## src/sv/assert_macros.svh

```systemverilog
// Assertion helpers shared by the RTL modules.
`ifndef ASSERT_MACROS_SVH
`define ASSERT_MACROS_SVH

// Checks a property at every rising clock edge outside reset.
`define LBC_ASSERT(label, prop, msg) \
  label: assert property (@(posedge clk) disable iff (!rst_n) (prop)) else $error(msg);

// Checks that one condition implies another in the next cycle, outside reset.
`define LBC_ASSERT_NEXT(label, pre, post, msg) \
  label: assert property (@(posedge clk) disable iff (!rst_n) (pre) |=> (post)) \
    else $error(msg);

`endif

```

## src/sv/lbc_pkg.sv

```systemverilog
package lbc_pkg;

  localparam int LBC_NUM_LEDS = 3;

  localparam int LED_W  = 3;
  localparam int VAL_W  = 16;
  localparam int LVL_W  = 8;
  localparam int DUTY_W = 10;
  localparam int PH_W   = 5;
  localparam int TOT_W  = 4;
  localparam int CFG_AW = 2;

  localparam logic [VAL_W-1:0] ON_MS_RESET    = 16'd100;
  localparam logic [VAL_W-1:0] OFF_MS_RESET   = 16'd700;
  localparam logic [VAL_W-1:0] PAUSE_MS_RESET = 16'd2000;
  localparam logic [7:0]       MASK_RESET     = 8'd6;
  localparam logic [LVL_W-1:0] LEVEL_FULL     = 8'd255;
  localparam logic [VAL_W-1:0] MODE_ON_MIN    = 16'd10;

  localparam logic [1:0] REQ_TICK     = 2'd0;
  localparam logic [1:0] REQ_MODE     = 2'd1;
  localparam logic [1:0] REQ_LEVEL    = 2'd2;
  localparam logic [1:0] REQ_OVERRIDE = 2'd3;

  localparam logic [1:0] ST_OK      = 2'd0;
  localparam logic [1:0] ST_BAD_LED = 2'd1;
  localparam logic [1:0] ST_BAD_VAL = 2'd2;

  localparam logic [CFG_AW-1:0] CFG_ON_MS    = 2'd0;
  localparam logic [CFG_AW-1:0] CFG_OFF_MS   = 2'd1;
  localparam logic [CFG_AW-1:0] CFG_PAUSE_MS = 2'd2;
  localparam logic [CFG_AW-1:0] CFG_PWM_MASK = 2'd3;

  typedef enum logic [1:0] {
    MODE_OFF   = 2'd0,
    MODE_ON    = 2'd1,
    MODE_BLINK = 2'd2,
    MODE_PAUSE = 2'd3
  } mode_t;

  typedef struct packed {
    logic             load;
    logic             tick_step;
    logic             cmd_step;
    logic             last;
    logic [LED_W-1:0] led_sel;
  } lbc_cmd_t;

  typedef struct packed {
    logic slot_free;
  } lbc_stat_t;

endpackage

```

## src/sv/lbc_ctrl.sv

```systemverilog
module lbc_ctrl
  import lbc_pkg::*;
#(
  parameter int NUM_LEDS = LBC_NUM_LEDS
) (
  input  logic      clk,
  input  logic      rst_n,
  input  logic      in_tvalid,
  input  logic      in_is_tick,
  output logic      in_tready,
  input  lbc_stat_t stat,
  output lbc_cmd_t  cmd
);

  localparam int IDX_W = (NUM_LEDS > 1) ? $clog2(NUM_LEDS) : 1;

  typedef enum logic [2:0] {
    S_IDLE = 3'b001,
    S_TICK = 3'b010,
    S_CMD  = 3'b100
  } state_t;

  state_t           state_r, state_nxt;
  logic [IDX_W-1:0] cnt_r, cnt_nxt;
  logic             cnt_end;

  assign cnt_end = (cnt_r == IDX_W'(NUM_LEDS - 1));

  always_comb begin
    state_nxt     = state_r;
    cnt_nxt       = cnt_r;
    in_tready     = 1'b0;
    cmd.load      = 1'b0;
    cmd.tick_step = 1'b0;
    cmd.cmd_step  = 1'b0;
    cmd.last      = 1'b0;
    cmd.led_sel   = LED_W'(cnt_r);
    unique case (state_r)
      S_IDLE: begin
        in_tready = 1'b1;
        if (in_tvalid) begin
          cmd.load  = 1'b1;
          cnt_nxt   = '0;
          state_nxt = in_is_tick ? S_TICK : S_CMD;
        end
      end
      S_TICK: begin
        if (stat.slot_free) begin
          cmd.tick_step = 1'b1;
          cmd.last      = cnt_end;
          if (cnt_end) begin
            state_nxt = S_IDLE;
          end else begin
            cnt_nxt = cnt_r + 1'b1;
          end
        end
      end
      S_CMD: begin
        if (stat.slot_free) begin
          cmd.cmd_step = 1'b1;
          cmd.last     = 1'b1;
          state_nxt    = S_IDLE;
        end
      end
      default: begin
        state_nxt = S_IDLE;
      end
    endcase
  end

  always_ff @(posedge clk) begin
    if (!rst_n) begin
      state_r <= S_IDLE;
      cnt_r   <= '0;
    end else begin
      state_r <= state_nxt;
      cnt_r   <= cnt_nxt;
    end
  end

`include "assert_macros.svh"

  `LBC_ASSERT(a_step_excl, !(cmd.tick_step && cmd.cmd_step), "tick and command step together")
  `LBC_ASSERT_NEXT(a_last_idle, cmd.tick_step && cmd.last, state_r == S_IDLE, "no idle after tick")
  `LBC_ASSERT_NEXT(a_load_busy, cmd.load, (state_r == S_TICK) || (state_r == S_CMD), "load lost")

endmodule

```

## src/sv/lbc_datapath.sv

```systemverilog
module lbc_datapath
  import lbc_pkg::*;
#(
  parameter int NUM_LEDS = LBC_NUM_LEDS
) (
  input  logic              clk,
  input  logic              rst_n,
  input  logic              cfg_we,
  input  logic [CFG_AW-1:0] cfg_addr,
  input  logic [VAL_W-1:0]  cfg_wdata,
  input  logic [1:0]        in_req,
  input  logic [LED_W-1:0]  in_idx,
  input  logic [VAL_W-1:0]  in_val,
  input  lbc_cmd_t          cmd,
  output lbc_stat_t         stat,
  input  logic              out_tready,
  output logic              out_tvalid,
  output logic [LED_W-1:0]  out_led,
  output logic              out_lit,
  output logic              out_full_on,
  output logic [DUTY_W-1:0] out_pwm_duty,
  output logic [1:0]        out_status,
  output logic              out_last
);

  localparam int IDX_W = (NUM_LEDS > 1) ? $clog2(NUM_LEDS) : 1;

  logic [VAL_W-1:0]    on_ms_r, off_ms_r, pause_ms_r;
  logic [NUM_LEDS-1:0] mask_r;

  logic [1:0]       req_r;
  logic [LED_W-1:0] idx_r;
  logic [VAL_W-1:0] val_r;

  mode_t            mode_r  [NUM_LEDS];
  logic [TOT_W-1:0] total_r [NUM_LEDS];
  logic [PH_W-1:0]  phase_r [NUM_LEDS];
  logic [VAL_W-1:0] cd_r    [NUM_LEDS];
  logic [LVL_W-1:0] level_r [NUM_LEDS];
  logic [LVL_W-1:0] ovr_r   [NUM_LEDS];

  logic              valid_r;
  logic [LED_W-1:0]  led_r;
  logic              lit_r, full_r, last_r;
  logic [DUTY_W-1:0] duty_r;
  logic [1:0]        status_r;

  logic [IDX_W-1:0] addr;
  logic             bad_led, bad_val, wr_en;
  mode_t            cur_mode, w_mode;
  logic [TOT_W-1:0] w_total;
  logic [PH_W-1:0]  cur_phase, w_phase;
  logic [VAL_W-1:0] dec_cd, w_cd;
  logic [LVL_W-1:0] lvl_max, lvl_c, w_level, w_ovr;
  logic             t_lit, t_full;
  logic [DUTY_W-1:0] t_duty;
  logic [1:0]       c_status;

  assign stat.slot_free = !valid_r || out_tready;
  assign bad_led = ({1'b0, idx_r} >= (LED_W + 1)'(NUM_LEDS));
  assign bad_val = (val_r > VAL_W'(LEVEL_FULL));

  always_comb begin
    addr      = cmd.cmd_step ? idx_r[IDX_W-1:0] : cmd.led_sel[IDX_W-1:0];
    cur_mode  = mode_r[addr];
    cur_phase = phase_r[addr];
    w_mode    = cur_mode;
    w_total   = total_r[addr];
    w_phase   = cur_phase;
    w_cd      = cd_r[addr];
    w_level   = level_r[addr];
    w_ovr     = ovr_r[addr];
    wr_en     = 1'b0;
    c_status  = ST_OK;

    lvl_max = (level_r[addr] < ovr_r[addr]) ? ovr_r[addr] : level_r[addr];
    lvl_c   = (lvl_max == '0) ? LVL_W'(1) : lvl_max;
    t_lit   = (cur_mode == MODE_ON) || ((cur_mode == MODE_BLINK) && cur_phase[0]);
    t_full  = t_lit && ((lvl_c == LEVEL_FULL) || !mask_r[addr]);
    t_duty  = (t_lit && !t_full) ? {~lvl_c, 2'b00} : '0;
    dec_cd  = (cd_r[addr] != '0) ? cd_r[addr] - 1'b1 : '0;

    if (cmd.tick_step) begin
      wr_en = 1'b1;
      w_cd  = dec_cd;
      if (dec_cd == '0) begin
        if (cur_mode == MODE_BLINK) begin
          w_phase = cur_phase - 1'b1;
          if (w_phase == '0) begin
            w_mode = MODE_PAUSE;
            w_cd   = pause_ms_r;
          end else if (w_phase[0]) begin
            w_cd = on_ms_r;
          end else begin
            w_cd = off_ms_r;
          end
        end else if (cur_mode == MODE_PAUSE) begin
          w_phase = {total_r[addr], 1'b0} - 1'b1;
          w_mode  = MODE_BLINK;
          w_cd    = on_ms_r;
        end
      end
    end else if (cmd.cmd_step) begin
      priority if (bad_led) begin
        c_status = ST_BAD_LED;
      end else if (req_r == REQ_MODE) begin
        wr_en = 1'b1;
        w_cd  = '0;
        if (val_r == '0) begin
          w_mode = MODE_OFF;
        end else if (val_r >= MODE_ON_MIN) begin
          w_mode = MODE_ON;
        end else begin
          w_mode  = MODE_BLINK;
          w_total = val_r[TOT_W-1:0];
          w_phase = {val_r[TOT_W-1:0], 1'b0} - 1'b1;
          w_cd    = on_ms_r;
        end
      end else if (bad_val) begin
        c_status = ST_BAD_VAL;
      end else if (req_r == REQ_LEVEL) begin
        wr_en   = 1'b1;
        w_level = val_r[LVL_W-1:0];
      end else begin
        wr_en = 1'b1;
        w_ovr = val_r[LVL_W-1:0];
      end
    end
  end

  always_ff @(posedge clk) begin
    if (!rst_n) begin
      on_ms_r    <= ON_MS_RESET;
      off_ms_r   <= OFF_MS_RESET;
      pause_ms_r <= PAUSE_MS_RESET;
      mask_r     <= MASK_RESET[NUM_LEDS-1:0];
    end else if (cfg_we) begin
      unique case (cfg_addr)
        CFG_ON_MS:    on_ms_r    <= cfg_wdata;
        CFG_OFF_MS:   off_ms_r   <= cfg_wdata;
        CFG_PAUSE_MS: pause_ms_r <= cfg_wdata;
        CFG_PWM_MASK: mask_r     <= cfg_wdata[NUM_LEDS-1:0];
      endcase
    end
  end

  always_ff @(posedge clk) begin
    if (cmd.load) begin
      req_r <= in_req;
      idx_r <= in_idx;
      val_r <= in_val;
    end
  end

  always_ff @(posedge clk) begin
    if (!rst_n) begin
      for (int i = 0; i < NUM_LEDS; i++) begin
        mode_r[i]  <= MODE_OFF;
        total_r[i] <= '0;
        phase_r[i] <= '0;
        cd_r[i]    <= '0;
        level_r[i] <= LEVEL_FULL;
        ovr_r[i]   <= '0;
      end
    end else if (wr_en) begin
      mode_r[addr]  <= w_mode;
      total_r[addr] <= w_total;
      phase_r[addr] <= w_phase;
      cd_r[addr]    <= w_cd;
      level_r[addr] <= w_level;
      ovr_r[addr]   <= w_ovr;
    end
  end

  always_ff @(posedge clk) begin
    if (!rst_n) begin
      valid_r <= 1'b0;
    end else if (cmd.tick_step || cmd.cmd_step) begin
      valid_r <= 1'b1;
    end else if (out_tready) begin
      valid_r <= 1'b0;
    end
  end

  always_ff @(posedge clk) begin
    if (cmd.tick_step) begin
      led_r    <= cmd.led_sel;
      lit_r    <= t_lit;
      full_r   <= t_full;
      duty_r   <= t_duty;
      status_r <= ST_OK;
      last_r   <= cmd.last;
    end else if (cmd.cmd_step) begin
      led_r    <= idx_r;
      lit_r    <= 1'b0;
      full_r   <= 1'b0;
      duty_r   <= '0;
      status_r <= c_status;
      last_r   <= 1'b1;
    end
  end

  assign out_tvalid   = valid_r;
  assign out_led      = led_r;
  assign out_lit      = lit_r;
  assign out_full_on  = full_r;
  assign out_pwm_duty = duty_r;
  assign out_status   = status_r;
  assign out_last     = last_r;

`include "assert_macros.svh"

  `LBC_ASSERT(a_step_slot, !(cmd.tick_step || cmd.cmd_step) || stat.slot_free, "result overrun")
  `LBC_ASSERT(a_duty_dark, !(valid_r && !lit_r) || (duty_r == '0), "duty on dark LED")
  `LBC_ASSERT(a_full_lit, !(valid_r && full_r) || lit_r, "full on while dark")

endmodule

```

## src/sv/led_blink_code_controller.sv

```systemverilog
// Status LED blink-code controller.
// The input stream carries one request per transfer: in_tuser holds the request
// type (tick, set mode, set intensity, set override), in_tdata the LED index and
// the command value. A tick produces one result transfer per LED, in LED order,
// with out_tlast on the last one; a command produces a single result with
// out_tlast set and its status in out_tuser.
// The input is taken into the request register, then a sequencer visits the LED
// state entries one at a time and writes one result per step into the output
// register, stepping only while that register is free. The first result is valid
// after the sequencer's first step. A new request is accepted only after the
// last result of the previous one has entered the output register.
// When the receiver stalls, the result waits in the output register and the
// sequencer holds until it has been taken.
// The cfg port writes timing registers and the PWM mask; it is
// meant for use while no request is in flight.
// A synchronous reset restores the register defaults, turns every LED off with
// full level and no override, and empties the output register.
module led_blink_code_controller
  import lbc_pkg::*;
#(
  parameter int NUM_LEDS = LBC_NUM_LEDS
) (
  input  logic              clk,
  input  logic              rst_n,
  input  logic              cfg_we,
  input  logic [CFG_AW-1:0] cfg_addr,
  input  logic [VAL_W-1:0]  cfg_wdata,
  input  logic              in_tvalid,
  output logic              in_tready,
  input  logic [23:0]       in_tdata,   // led_index[2:0], cmd_value[18:3], zero pad
  input  logic [1:0]        in_tuser,   // req_type[1:0]
  output logic              out_tvalid,
  input  logic              out_tready,
  output logic [15:0]       out_tdata,  // out_led[2:0], lit[3], full_on[4], pwm_duty[14:5]
  output logic [1:0]        out_tuser,  // status[1:0]
  output logic              out_tlast
);

  lbc_cmd_t          cmd;
  lbc_stat_t         stat;
  logic [LED_W-1:0]  res_led;
  logic              res_lit, res_full;
  logic [DUTY_W-1:0] res_duty;

  lbc_ctrl #(
    .NUM_LEDS(NUM_LEDS)
  ) u_ctrl (
    .clk       (clk),
    .rst_n     (rst_n),
    .in_tvalid (in_tvalid),
    .in_is_tick(in_tuser == REQ_TICK),
    .in_tready (in_tready),
    .stat      (stat),
    .cmd       (cmd)
  );

  lbc_datapath #(
    .NUM_LEDS(NUM_LEDS)
  ) u_datapath (
    .clk         (clk),
    .rst_n       (rst_n),
    .cfg_we      (cfg_we),
    .cfg_addr    (cfg_addr),
    .cfg_wdata   (cfg_wdata),
    .in_req      (in_tuser),
    .in_idx      (in_tdata[2:0]),
    .in_val      (in_tdata[18:3]),
    .cmd         (cmd),
    .stat        (stat),
    .out_tready  (out_tready),
    .out_tvalid  (out_tvalid),
    .out_led     (res_led),
    .out_lit     (res_lit),
    .out_full_on (res_full),
    .out_pwm_duty(res_duty),
    .out_status  (out_tuser),
    .out_last    (out_tlast)
  );

  assign out_tdata = {1'b0, res_duty, res_full, res_lit, res_led};

endmodule

```

## config.mk

```make
export PLATFORM = sky130hd
export DESIGN_NAME = led_blink_code_controller
export DESIGN_NICKNAME = d
export VERILOG_FILES = /design/src/sv/lbc_pkg.sv /design/src/sv/lbc_ctrl.sv /design/src/sv/lbc_datapath.sv /design/src/sv/led_blink_code_controller.sv
export VERILOG_INCLUDE_DIRS = /design/src /design/src/sv
export SDC_FILE = /design/constraint.sdc
export NUM_CORES = 1
export LEC_CHECK = 0
export BUFFER_PORTS_ARGS = -buffer_cell sky130_fd_sc_hd__clkbuf_2
export CAP_MARGIN = 20
export CORE_AREA = 2 2 205 207
export DETAILED_ROUTE_END_ITERATION = 8
export DIE_AREA = 0 0 207 209
export SLEW_MARGIN = 5
export SYNTH_ARGS = -nofsm -noshare
export SYNTH_HDL_FRONTEND = slang
export SYNTH_SLANG_ARGS = --single-unit
```

## constraint.sdc

```tcl
create_clock -name clk -period 11.84 [get_ports clk]
set_clock_uncertainty 0.1 [all_clocks]
set_input_delay 2.368 -clock clk [delete_from_list [all_inputs] [get_ports clk]]
set_output_delay 2.368 -clock clk [all_outputs]
set_load 0.005 [all_outputs]
```

==> flow_summary.html <==
<table>
<tr><th>Metric</th><th>Value</th></tr>
<tr><th colspan="2">Timing</th></tr>
<tr><td>Final-report setup violation count</td><td>0</td></tr>
<tr><td>Max Fclk</td><td>125 MHz</td></tr>
<tr><td>Final max-slew violation count</td><td>0</td></tr>
<tr><td>Period utilization</td><td>67.4%</td></tr>
<tr><td>RSZ-0062 raised after global routing</td><td>no</td></tr>
<tr><td>Summed negative setup slack over all endpoints</td><td>0 ps</td></tr>
<tr><td>Normalized max-slew margin</td><td>11.3%</td></tr>
<tr><td>Period minus WS final</td><td>7990 ps</td></tr>
<tr><td>Worst Max-Slew Pin Slew</td><td>1320 ps</td></tr>
<tr><td>Number of endpoints with negative hold slack in the final report</td><td>0</td></tr>
<tr><th colspan="2">Synth</th></tr>
<tr><td>Async set or reset register ratio after synthesis</td><td>0%</td></tr>
<tr><td>Proportion of netlist area held by the largest area contributor</td><td>43.4%</td></tr>
<tr><td>Number of flops mapped to enable cells by yosys</td><td>206</td></tr>
<tr><td>Post-synthesis sequential area ratio</td><td>51.8%</td></tr>
<tr><td>Mean Syn Cell Area</td><td>9.48 sq um</td></tr>
<tr><td>Top cell type by total area after synthesis</td><td>sky130_fd_sc_hd__edfxtp_1</td></tr>
<tr><td>Total standard cell area after synthesis</td><td>14300 sq um</td></tr>
<tr><td>Post-synthesis cell type count</td><td>94</td></tr>
<tr><td>Library cell with the highest instance count after synthesis</td><td>sky130_fd_sc_hd__nand2_1</td></tr>
<tr><td>Top area cells in the synthesized netlist</td><td>sky130_fd_sc_hd__edfxtp_1 (43%), sky130_fd_sc_hd__dfxtp_1 (8.4%), sky130_fd_sc_hd__nand2_1 (7.3%)</td></tr>
<tr><td>Commonest cells post-synth</td><td>sky130_fd_sc_hd__nand2_1 (279), sky130_fd_sc_hd__edfxtp_1 (206), sky130_fd_sc_hd__nor2_1 (171)</td></tr>
<tr><td>Ys flop type</td><td>sky130_fd_sc_hd__edfxtp_1</td></tr>
<tr><td>Warnings from Yosys</td><td>0</td></tr>
<tr><td>Post-Synthesis Cells</td><td>1505</td></tr>
<tr><td>Yosys reg bits</td><td>266</td></tr>
<tr><th colspan="2">Clock tree</th></tr>
<tr><td>CTS tree</td><td>yes</td></tr>
<tr><td>Hold buffers post-CTS</td><td>0</td></tr>
<tr><td>H-tree levels</td><td>1</td></tr>
<tr><td>Clock sink total</td><td>266</td></tr>
<tr><td>Buffer count from post-CTS setup fixing</td><td>0</td></tr>
<tr><td>Clock root buffer master</td><td>sky130_fd_sc_hd__clkbuf_16</td></tr>
<tr><td>Cts repair resizes</td><td>0</td></tr>
<tr><td>Clock Path Buffers</td><td>3</td></tr>
<tr><td>CTS Buf Count</td><td>30</td></tr>
<tr><td>Clock latency of the later-clocked register in the worst-skew pair</td><td>560 ps</td></tr>
<tr><td>Clock transition at path regs</td><td>60 ps</td></tr>
<tr><th colspan="2">Die</th></tr>
<tr><td>Die W</td><td>207 microns</td></tr>
<tr><td>I/O Pins</td><td>70</td></tr>
<tr><td>Overall die area</td><td>43300 sq um</td></tr>
<tr><td>Vert. Die Dim</td><td>209 microns</td></tr>
<tr><td>Core region area</td><td>41300 sq um</td></tr>
<tr><td>Number of cell rows</td><td>75</td></tr>
<tr><td>Effective utilization at floorplan</td><td>34.5%</td></tr>
<tr><th colspan="2">Worst setup path</th></tr>
<tr><td>Critical path's largest stage delay</td><td>740 ps</td></tr>
<tr><td>Capturing element type of the critical path</td><td>flip-flop</td></tr>
<tr><td>Data required time at the worst endpoint</td><td>12120 ps</td></tr>
<tr><td>Worst EP arrival</td><td>8260 ps</td></tr>
<tr><td>Slowest cell on the critical path</td><td>sky130_fd_sc_hd__nor2b_1</td></tr>
<tr><td>Cell chain of the critical path</td><td>clkbuf_2 &gt; nor2b_1 &gt; o31ai_4 &gt; buf_4 &gt; nand2_2 &gt; buf_4 &gt; nand2_1 &gt; nand3_1 &gt; o21ai_0 &gt; ha_1 &gt; o41ai_2 &gt; nand2_1 &gt; a21oi_1 &gt; o22ai_1 &gt; o31a_1 &gt; nor2_1</td></tr>
<tr><td>Reg-to-reg setup timing slack</td><td>5350 ps</td></tr>
<tr><td>Setup CP Type</td><td>input port to flip-flop</td></tr>
<tr><td>Largest fanout on the critical path</td><td>47</td></tr>
<tr><td>Startpoint type of the worst setup path</td><td>input port</td></tr>
<tr><td>Worst reg2reg startpoint</td><td>u_datapath.out_tvalid</td></tr>
<tr><td>R2R depth</td><td>15</td></tr>
<tr><td>Worst reg2reg endpoint</td><td>u_datapath.cd_r[0][10]</td></tr>
<tr><th colspan="2">Detailed routing</th></tr>
<tr><td>Post-detailed-route count of antenna-violating nets</td><td>0</td></tr>
<tr><td>Vias</td><td>11748</td></tr>
<tr><td>Met3 layer wire length in the routed design</td><td>3.07 mm</td></tr>
<tr><td>Average wire length per cell after detail routing</td><td>21.0 microns</td></tr>
<tr><td>Via-to-Cell Ratio</td><td>5.61</td></tr>
<tr><td>Total length of routed met2 wires</td><td>21.3 mm</td></tr>
<tr><td>Number of detailed-routing iterations run before antenna repair</td><td>8</td></tr>
<tr><td>DRC viols</td><td>0</td></tr>
<tr><td>Max layer used</td><td>met4</td></tr>
<tr><td>Wire length reported by the detailed router</td><td>44.0 mm</td></tr>
<tr><td>Number of DRC violations after detailed-routing iteration 0</td><td>1076</td></tr>
<tr><td>Met1 WL</td><td>18.5 mm</td></tr>
<tr><th colspan="2">Power</th></tr>
<tr><td>Pwr Total</td><td>2120 uW</td></tr>
<tr><td>Leakage component of the power</td><td>0.00584 uW</td></tr>
<tr><td>Worst voltage drop across the vdd grid</td><td>124 uV</td></tr>
<tr><td>Total power density per cell area</td><td>132 nW/um^2</td></tr>
<tr><th colspan="2">Global route</th></tr>
<tr><td>Vias in the first global route</td><td>11414</td></tr>
<tr><td>Maximum number of pins on one net before global-route repair</td><td>65</td></tr>
<tr><td>First-pass GRT wire length</td><td>67.9 mm</td></tr>
<tr><td>Initial antenna violation count</td><td>0</td></tr>
<tr><td>Global routing usage summed across all routing layers</td><td>20.1%</td></tr>
<tr><td>GR Overflow Total</td><td>0</td></tr>
<tr><th colspan="2">Cells and area</th></tr>
<tr><td>Layout Area Growth over Synthesis</td><td>12.8%</td></tr>
<tr><td>Finished Layout Cells</td><td>2094</td></tr>
<tr><td>Area of the multi-input gates</td><td>6320 sq um</td></tr>
<tr><td>Sequential cell area in the final layout</td><td>7390 sq um</td></tr>
<tr><td>Count of nets after finishing</td><td>1597</td></tr>
<tr><td>Filler cells</td><td>4156</td></tr>
<tr><td>Fraction of final layout cells with drive strength greater than 1</td><td>12.5%</td></tr>
<tr><td>Final core utilization</td><td>39.0%</td></tr>
<tr><th colspan="2">Place</th></tr>
<tr><td>Final weighted congestion of routability-driven global placement</td><td>0.959</td></tr>
<tr><td>DP HPWL</td><td>29.3 mm</td></tr>
<tr><td>Number of buffers added on ports</td><td>61</td></tr>
<tr><td>Total instance count after detailed placement</td><td>2039</td></tr>
<tr><th colspan="2">Run status</th></tr>
<tr><td>Status</td><td>finished clean</td></tr>
<tr><th colspan="2">Hold path</th></tr>
<tr><td>Hold Crit Endpoint</td><td>u_datapath.pause_ms_r[11]</td></tr>
<tr><td>Hold path startpoint</td><td>u_datapath.pause_ms_r[11]</td></tr>
<tr><td>Worst hold path class</td><td>flip-flop to flip-flop</td></tr>
<tr><td>Hold-critical path depth</td><td>2</td></tr>
<tr><th colspan="2">Flow run</th></tr>
<tr><td>Number of max-capacitance violations reported</td><td>0</td></tr>
</table>
-- per-stage QoR --
stage,hold slack [ps],instance area [sq um],worst slack [ps]
global route,388,16100,3540
finish,369,16100,3850
detailed placement,357,15200,3470
global placement,350,15200,3590
CTS,368,16100,4050
floorplan,341,14300,4310
-- critical path: cells and delay by family --
kind	cells	cell delay, ps
compound gates	6	2140
fa+ha+maj	1	350
buf+inv	3	1010
simple gates	6	2310
-- routing by layer --
layer,vias up,global-route usage (%)
met5,-,0
met4,0,6.43
met3,61,2.55
met2,443,33.7
met1,5737,26.9
li1,5507,-
-- flip-flops by register name, summed over array words and instances (netlist names), 20 cells and up --
signal,cells
u_datapath.cd_r,64
u_datapath.level_r,32
u_datapath.ovr_r,32
u_datapath.phase_r,20
-- power by group --
| group | internal (uW) | leakage, uW | switching [uW] |
|---|---|---|---|
| logic | 62.8 | 0.00297 | 114 |
| registers | 1030 | 0.00243 | 23.2 |
| clock network | 507 | 0.000446 | 378 |
| total | 1600 | 0.00584 | 516 |
-- logic make-up (layout without fill, tap and decap cells) --
| group | Yosys count | in the layout | synth area share, % |
|---|---|---|---|
| simple gates | 695 | 695 | 22.3 |
| flops | 266 | 266 | 51.8 |
| compound gates | 321 | 321 | 16.2 |
| buf+inv | 162 | 209 | 4.65 |
| fa+ha+maj | 16 | 16 | 1.40 |
| mux | 34 | 34 | 3.05 |
| other cells | 1 | 4 | 0.0263 |
| xor+xnor | 10 | 10 | 0.614 |
-- worst max path at each step --
| stage | from | endpoint | slack [ps] | cells after the start |
|---|---|---|---|---|
| 3_3_place_gp | out_tready | u_datapath.cd_r[0][10] | 3590 | 16 |
| 6_report | out_tready | u_datapath.cd_r[0][10] | 3850 | 16 |
| 2_1_floorplan | out_tready | u_datapath.cd_r[3][0] | 4310 | 10 |
| 3_5_place_dp | out_tready | u_datapath.cd_r[0][10] | 3470 | 16 |
| 5_1_grt | out_tready | u_datapath.cd_r[2][5] | 3540 | 16 |
| 4_1_cts | out_tready | u_datapath.cd_r[0][10] | 4050 | 16 |
-- final cells by class --
class / instances / share of cell area, %
repair buffers: 90 / 3.25
clock buffers: 41 / 5.11
inverters: 65 / 1.52
diodes: 1 / 0.0156
flip-flops and latches: 266 / 45.9
multi-input cells: 1079 / 39.3
well taps: 539 / 4.19
clock inverters: 13 / 0.669
-- placed cells by master (no fill, tap or decap), drive strengths merged, types with 9 or more instances in the layout --
cell    count
and2       27
o21ai      37
o211ai      9
clkinv      9
a221oi     16
a211oi     31
nor4       18
nand2     279
o22ai      14
a21oi      77
inv        66
mux2i      21
nor2b      11
and3       38
clkbuf    102
dfxtp      60
nor2      172
a21boi     37
edfxtp    206
o21a        9
or3        10
buf        29
ha         16
nand3      72
nor3       29
No activity file was read; power rests on OpenSTA's default activity.
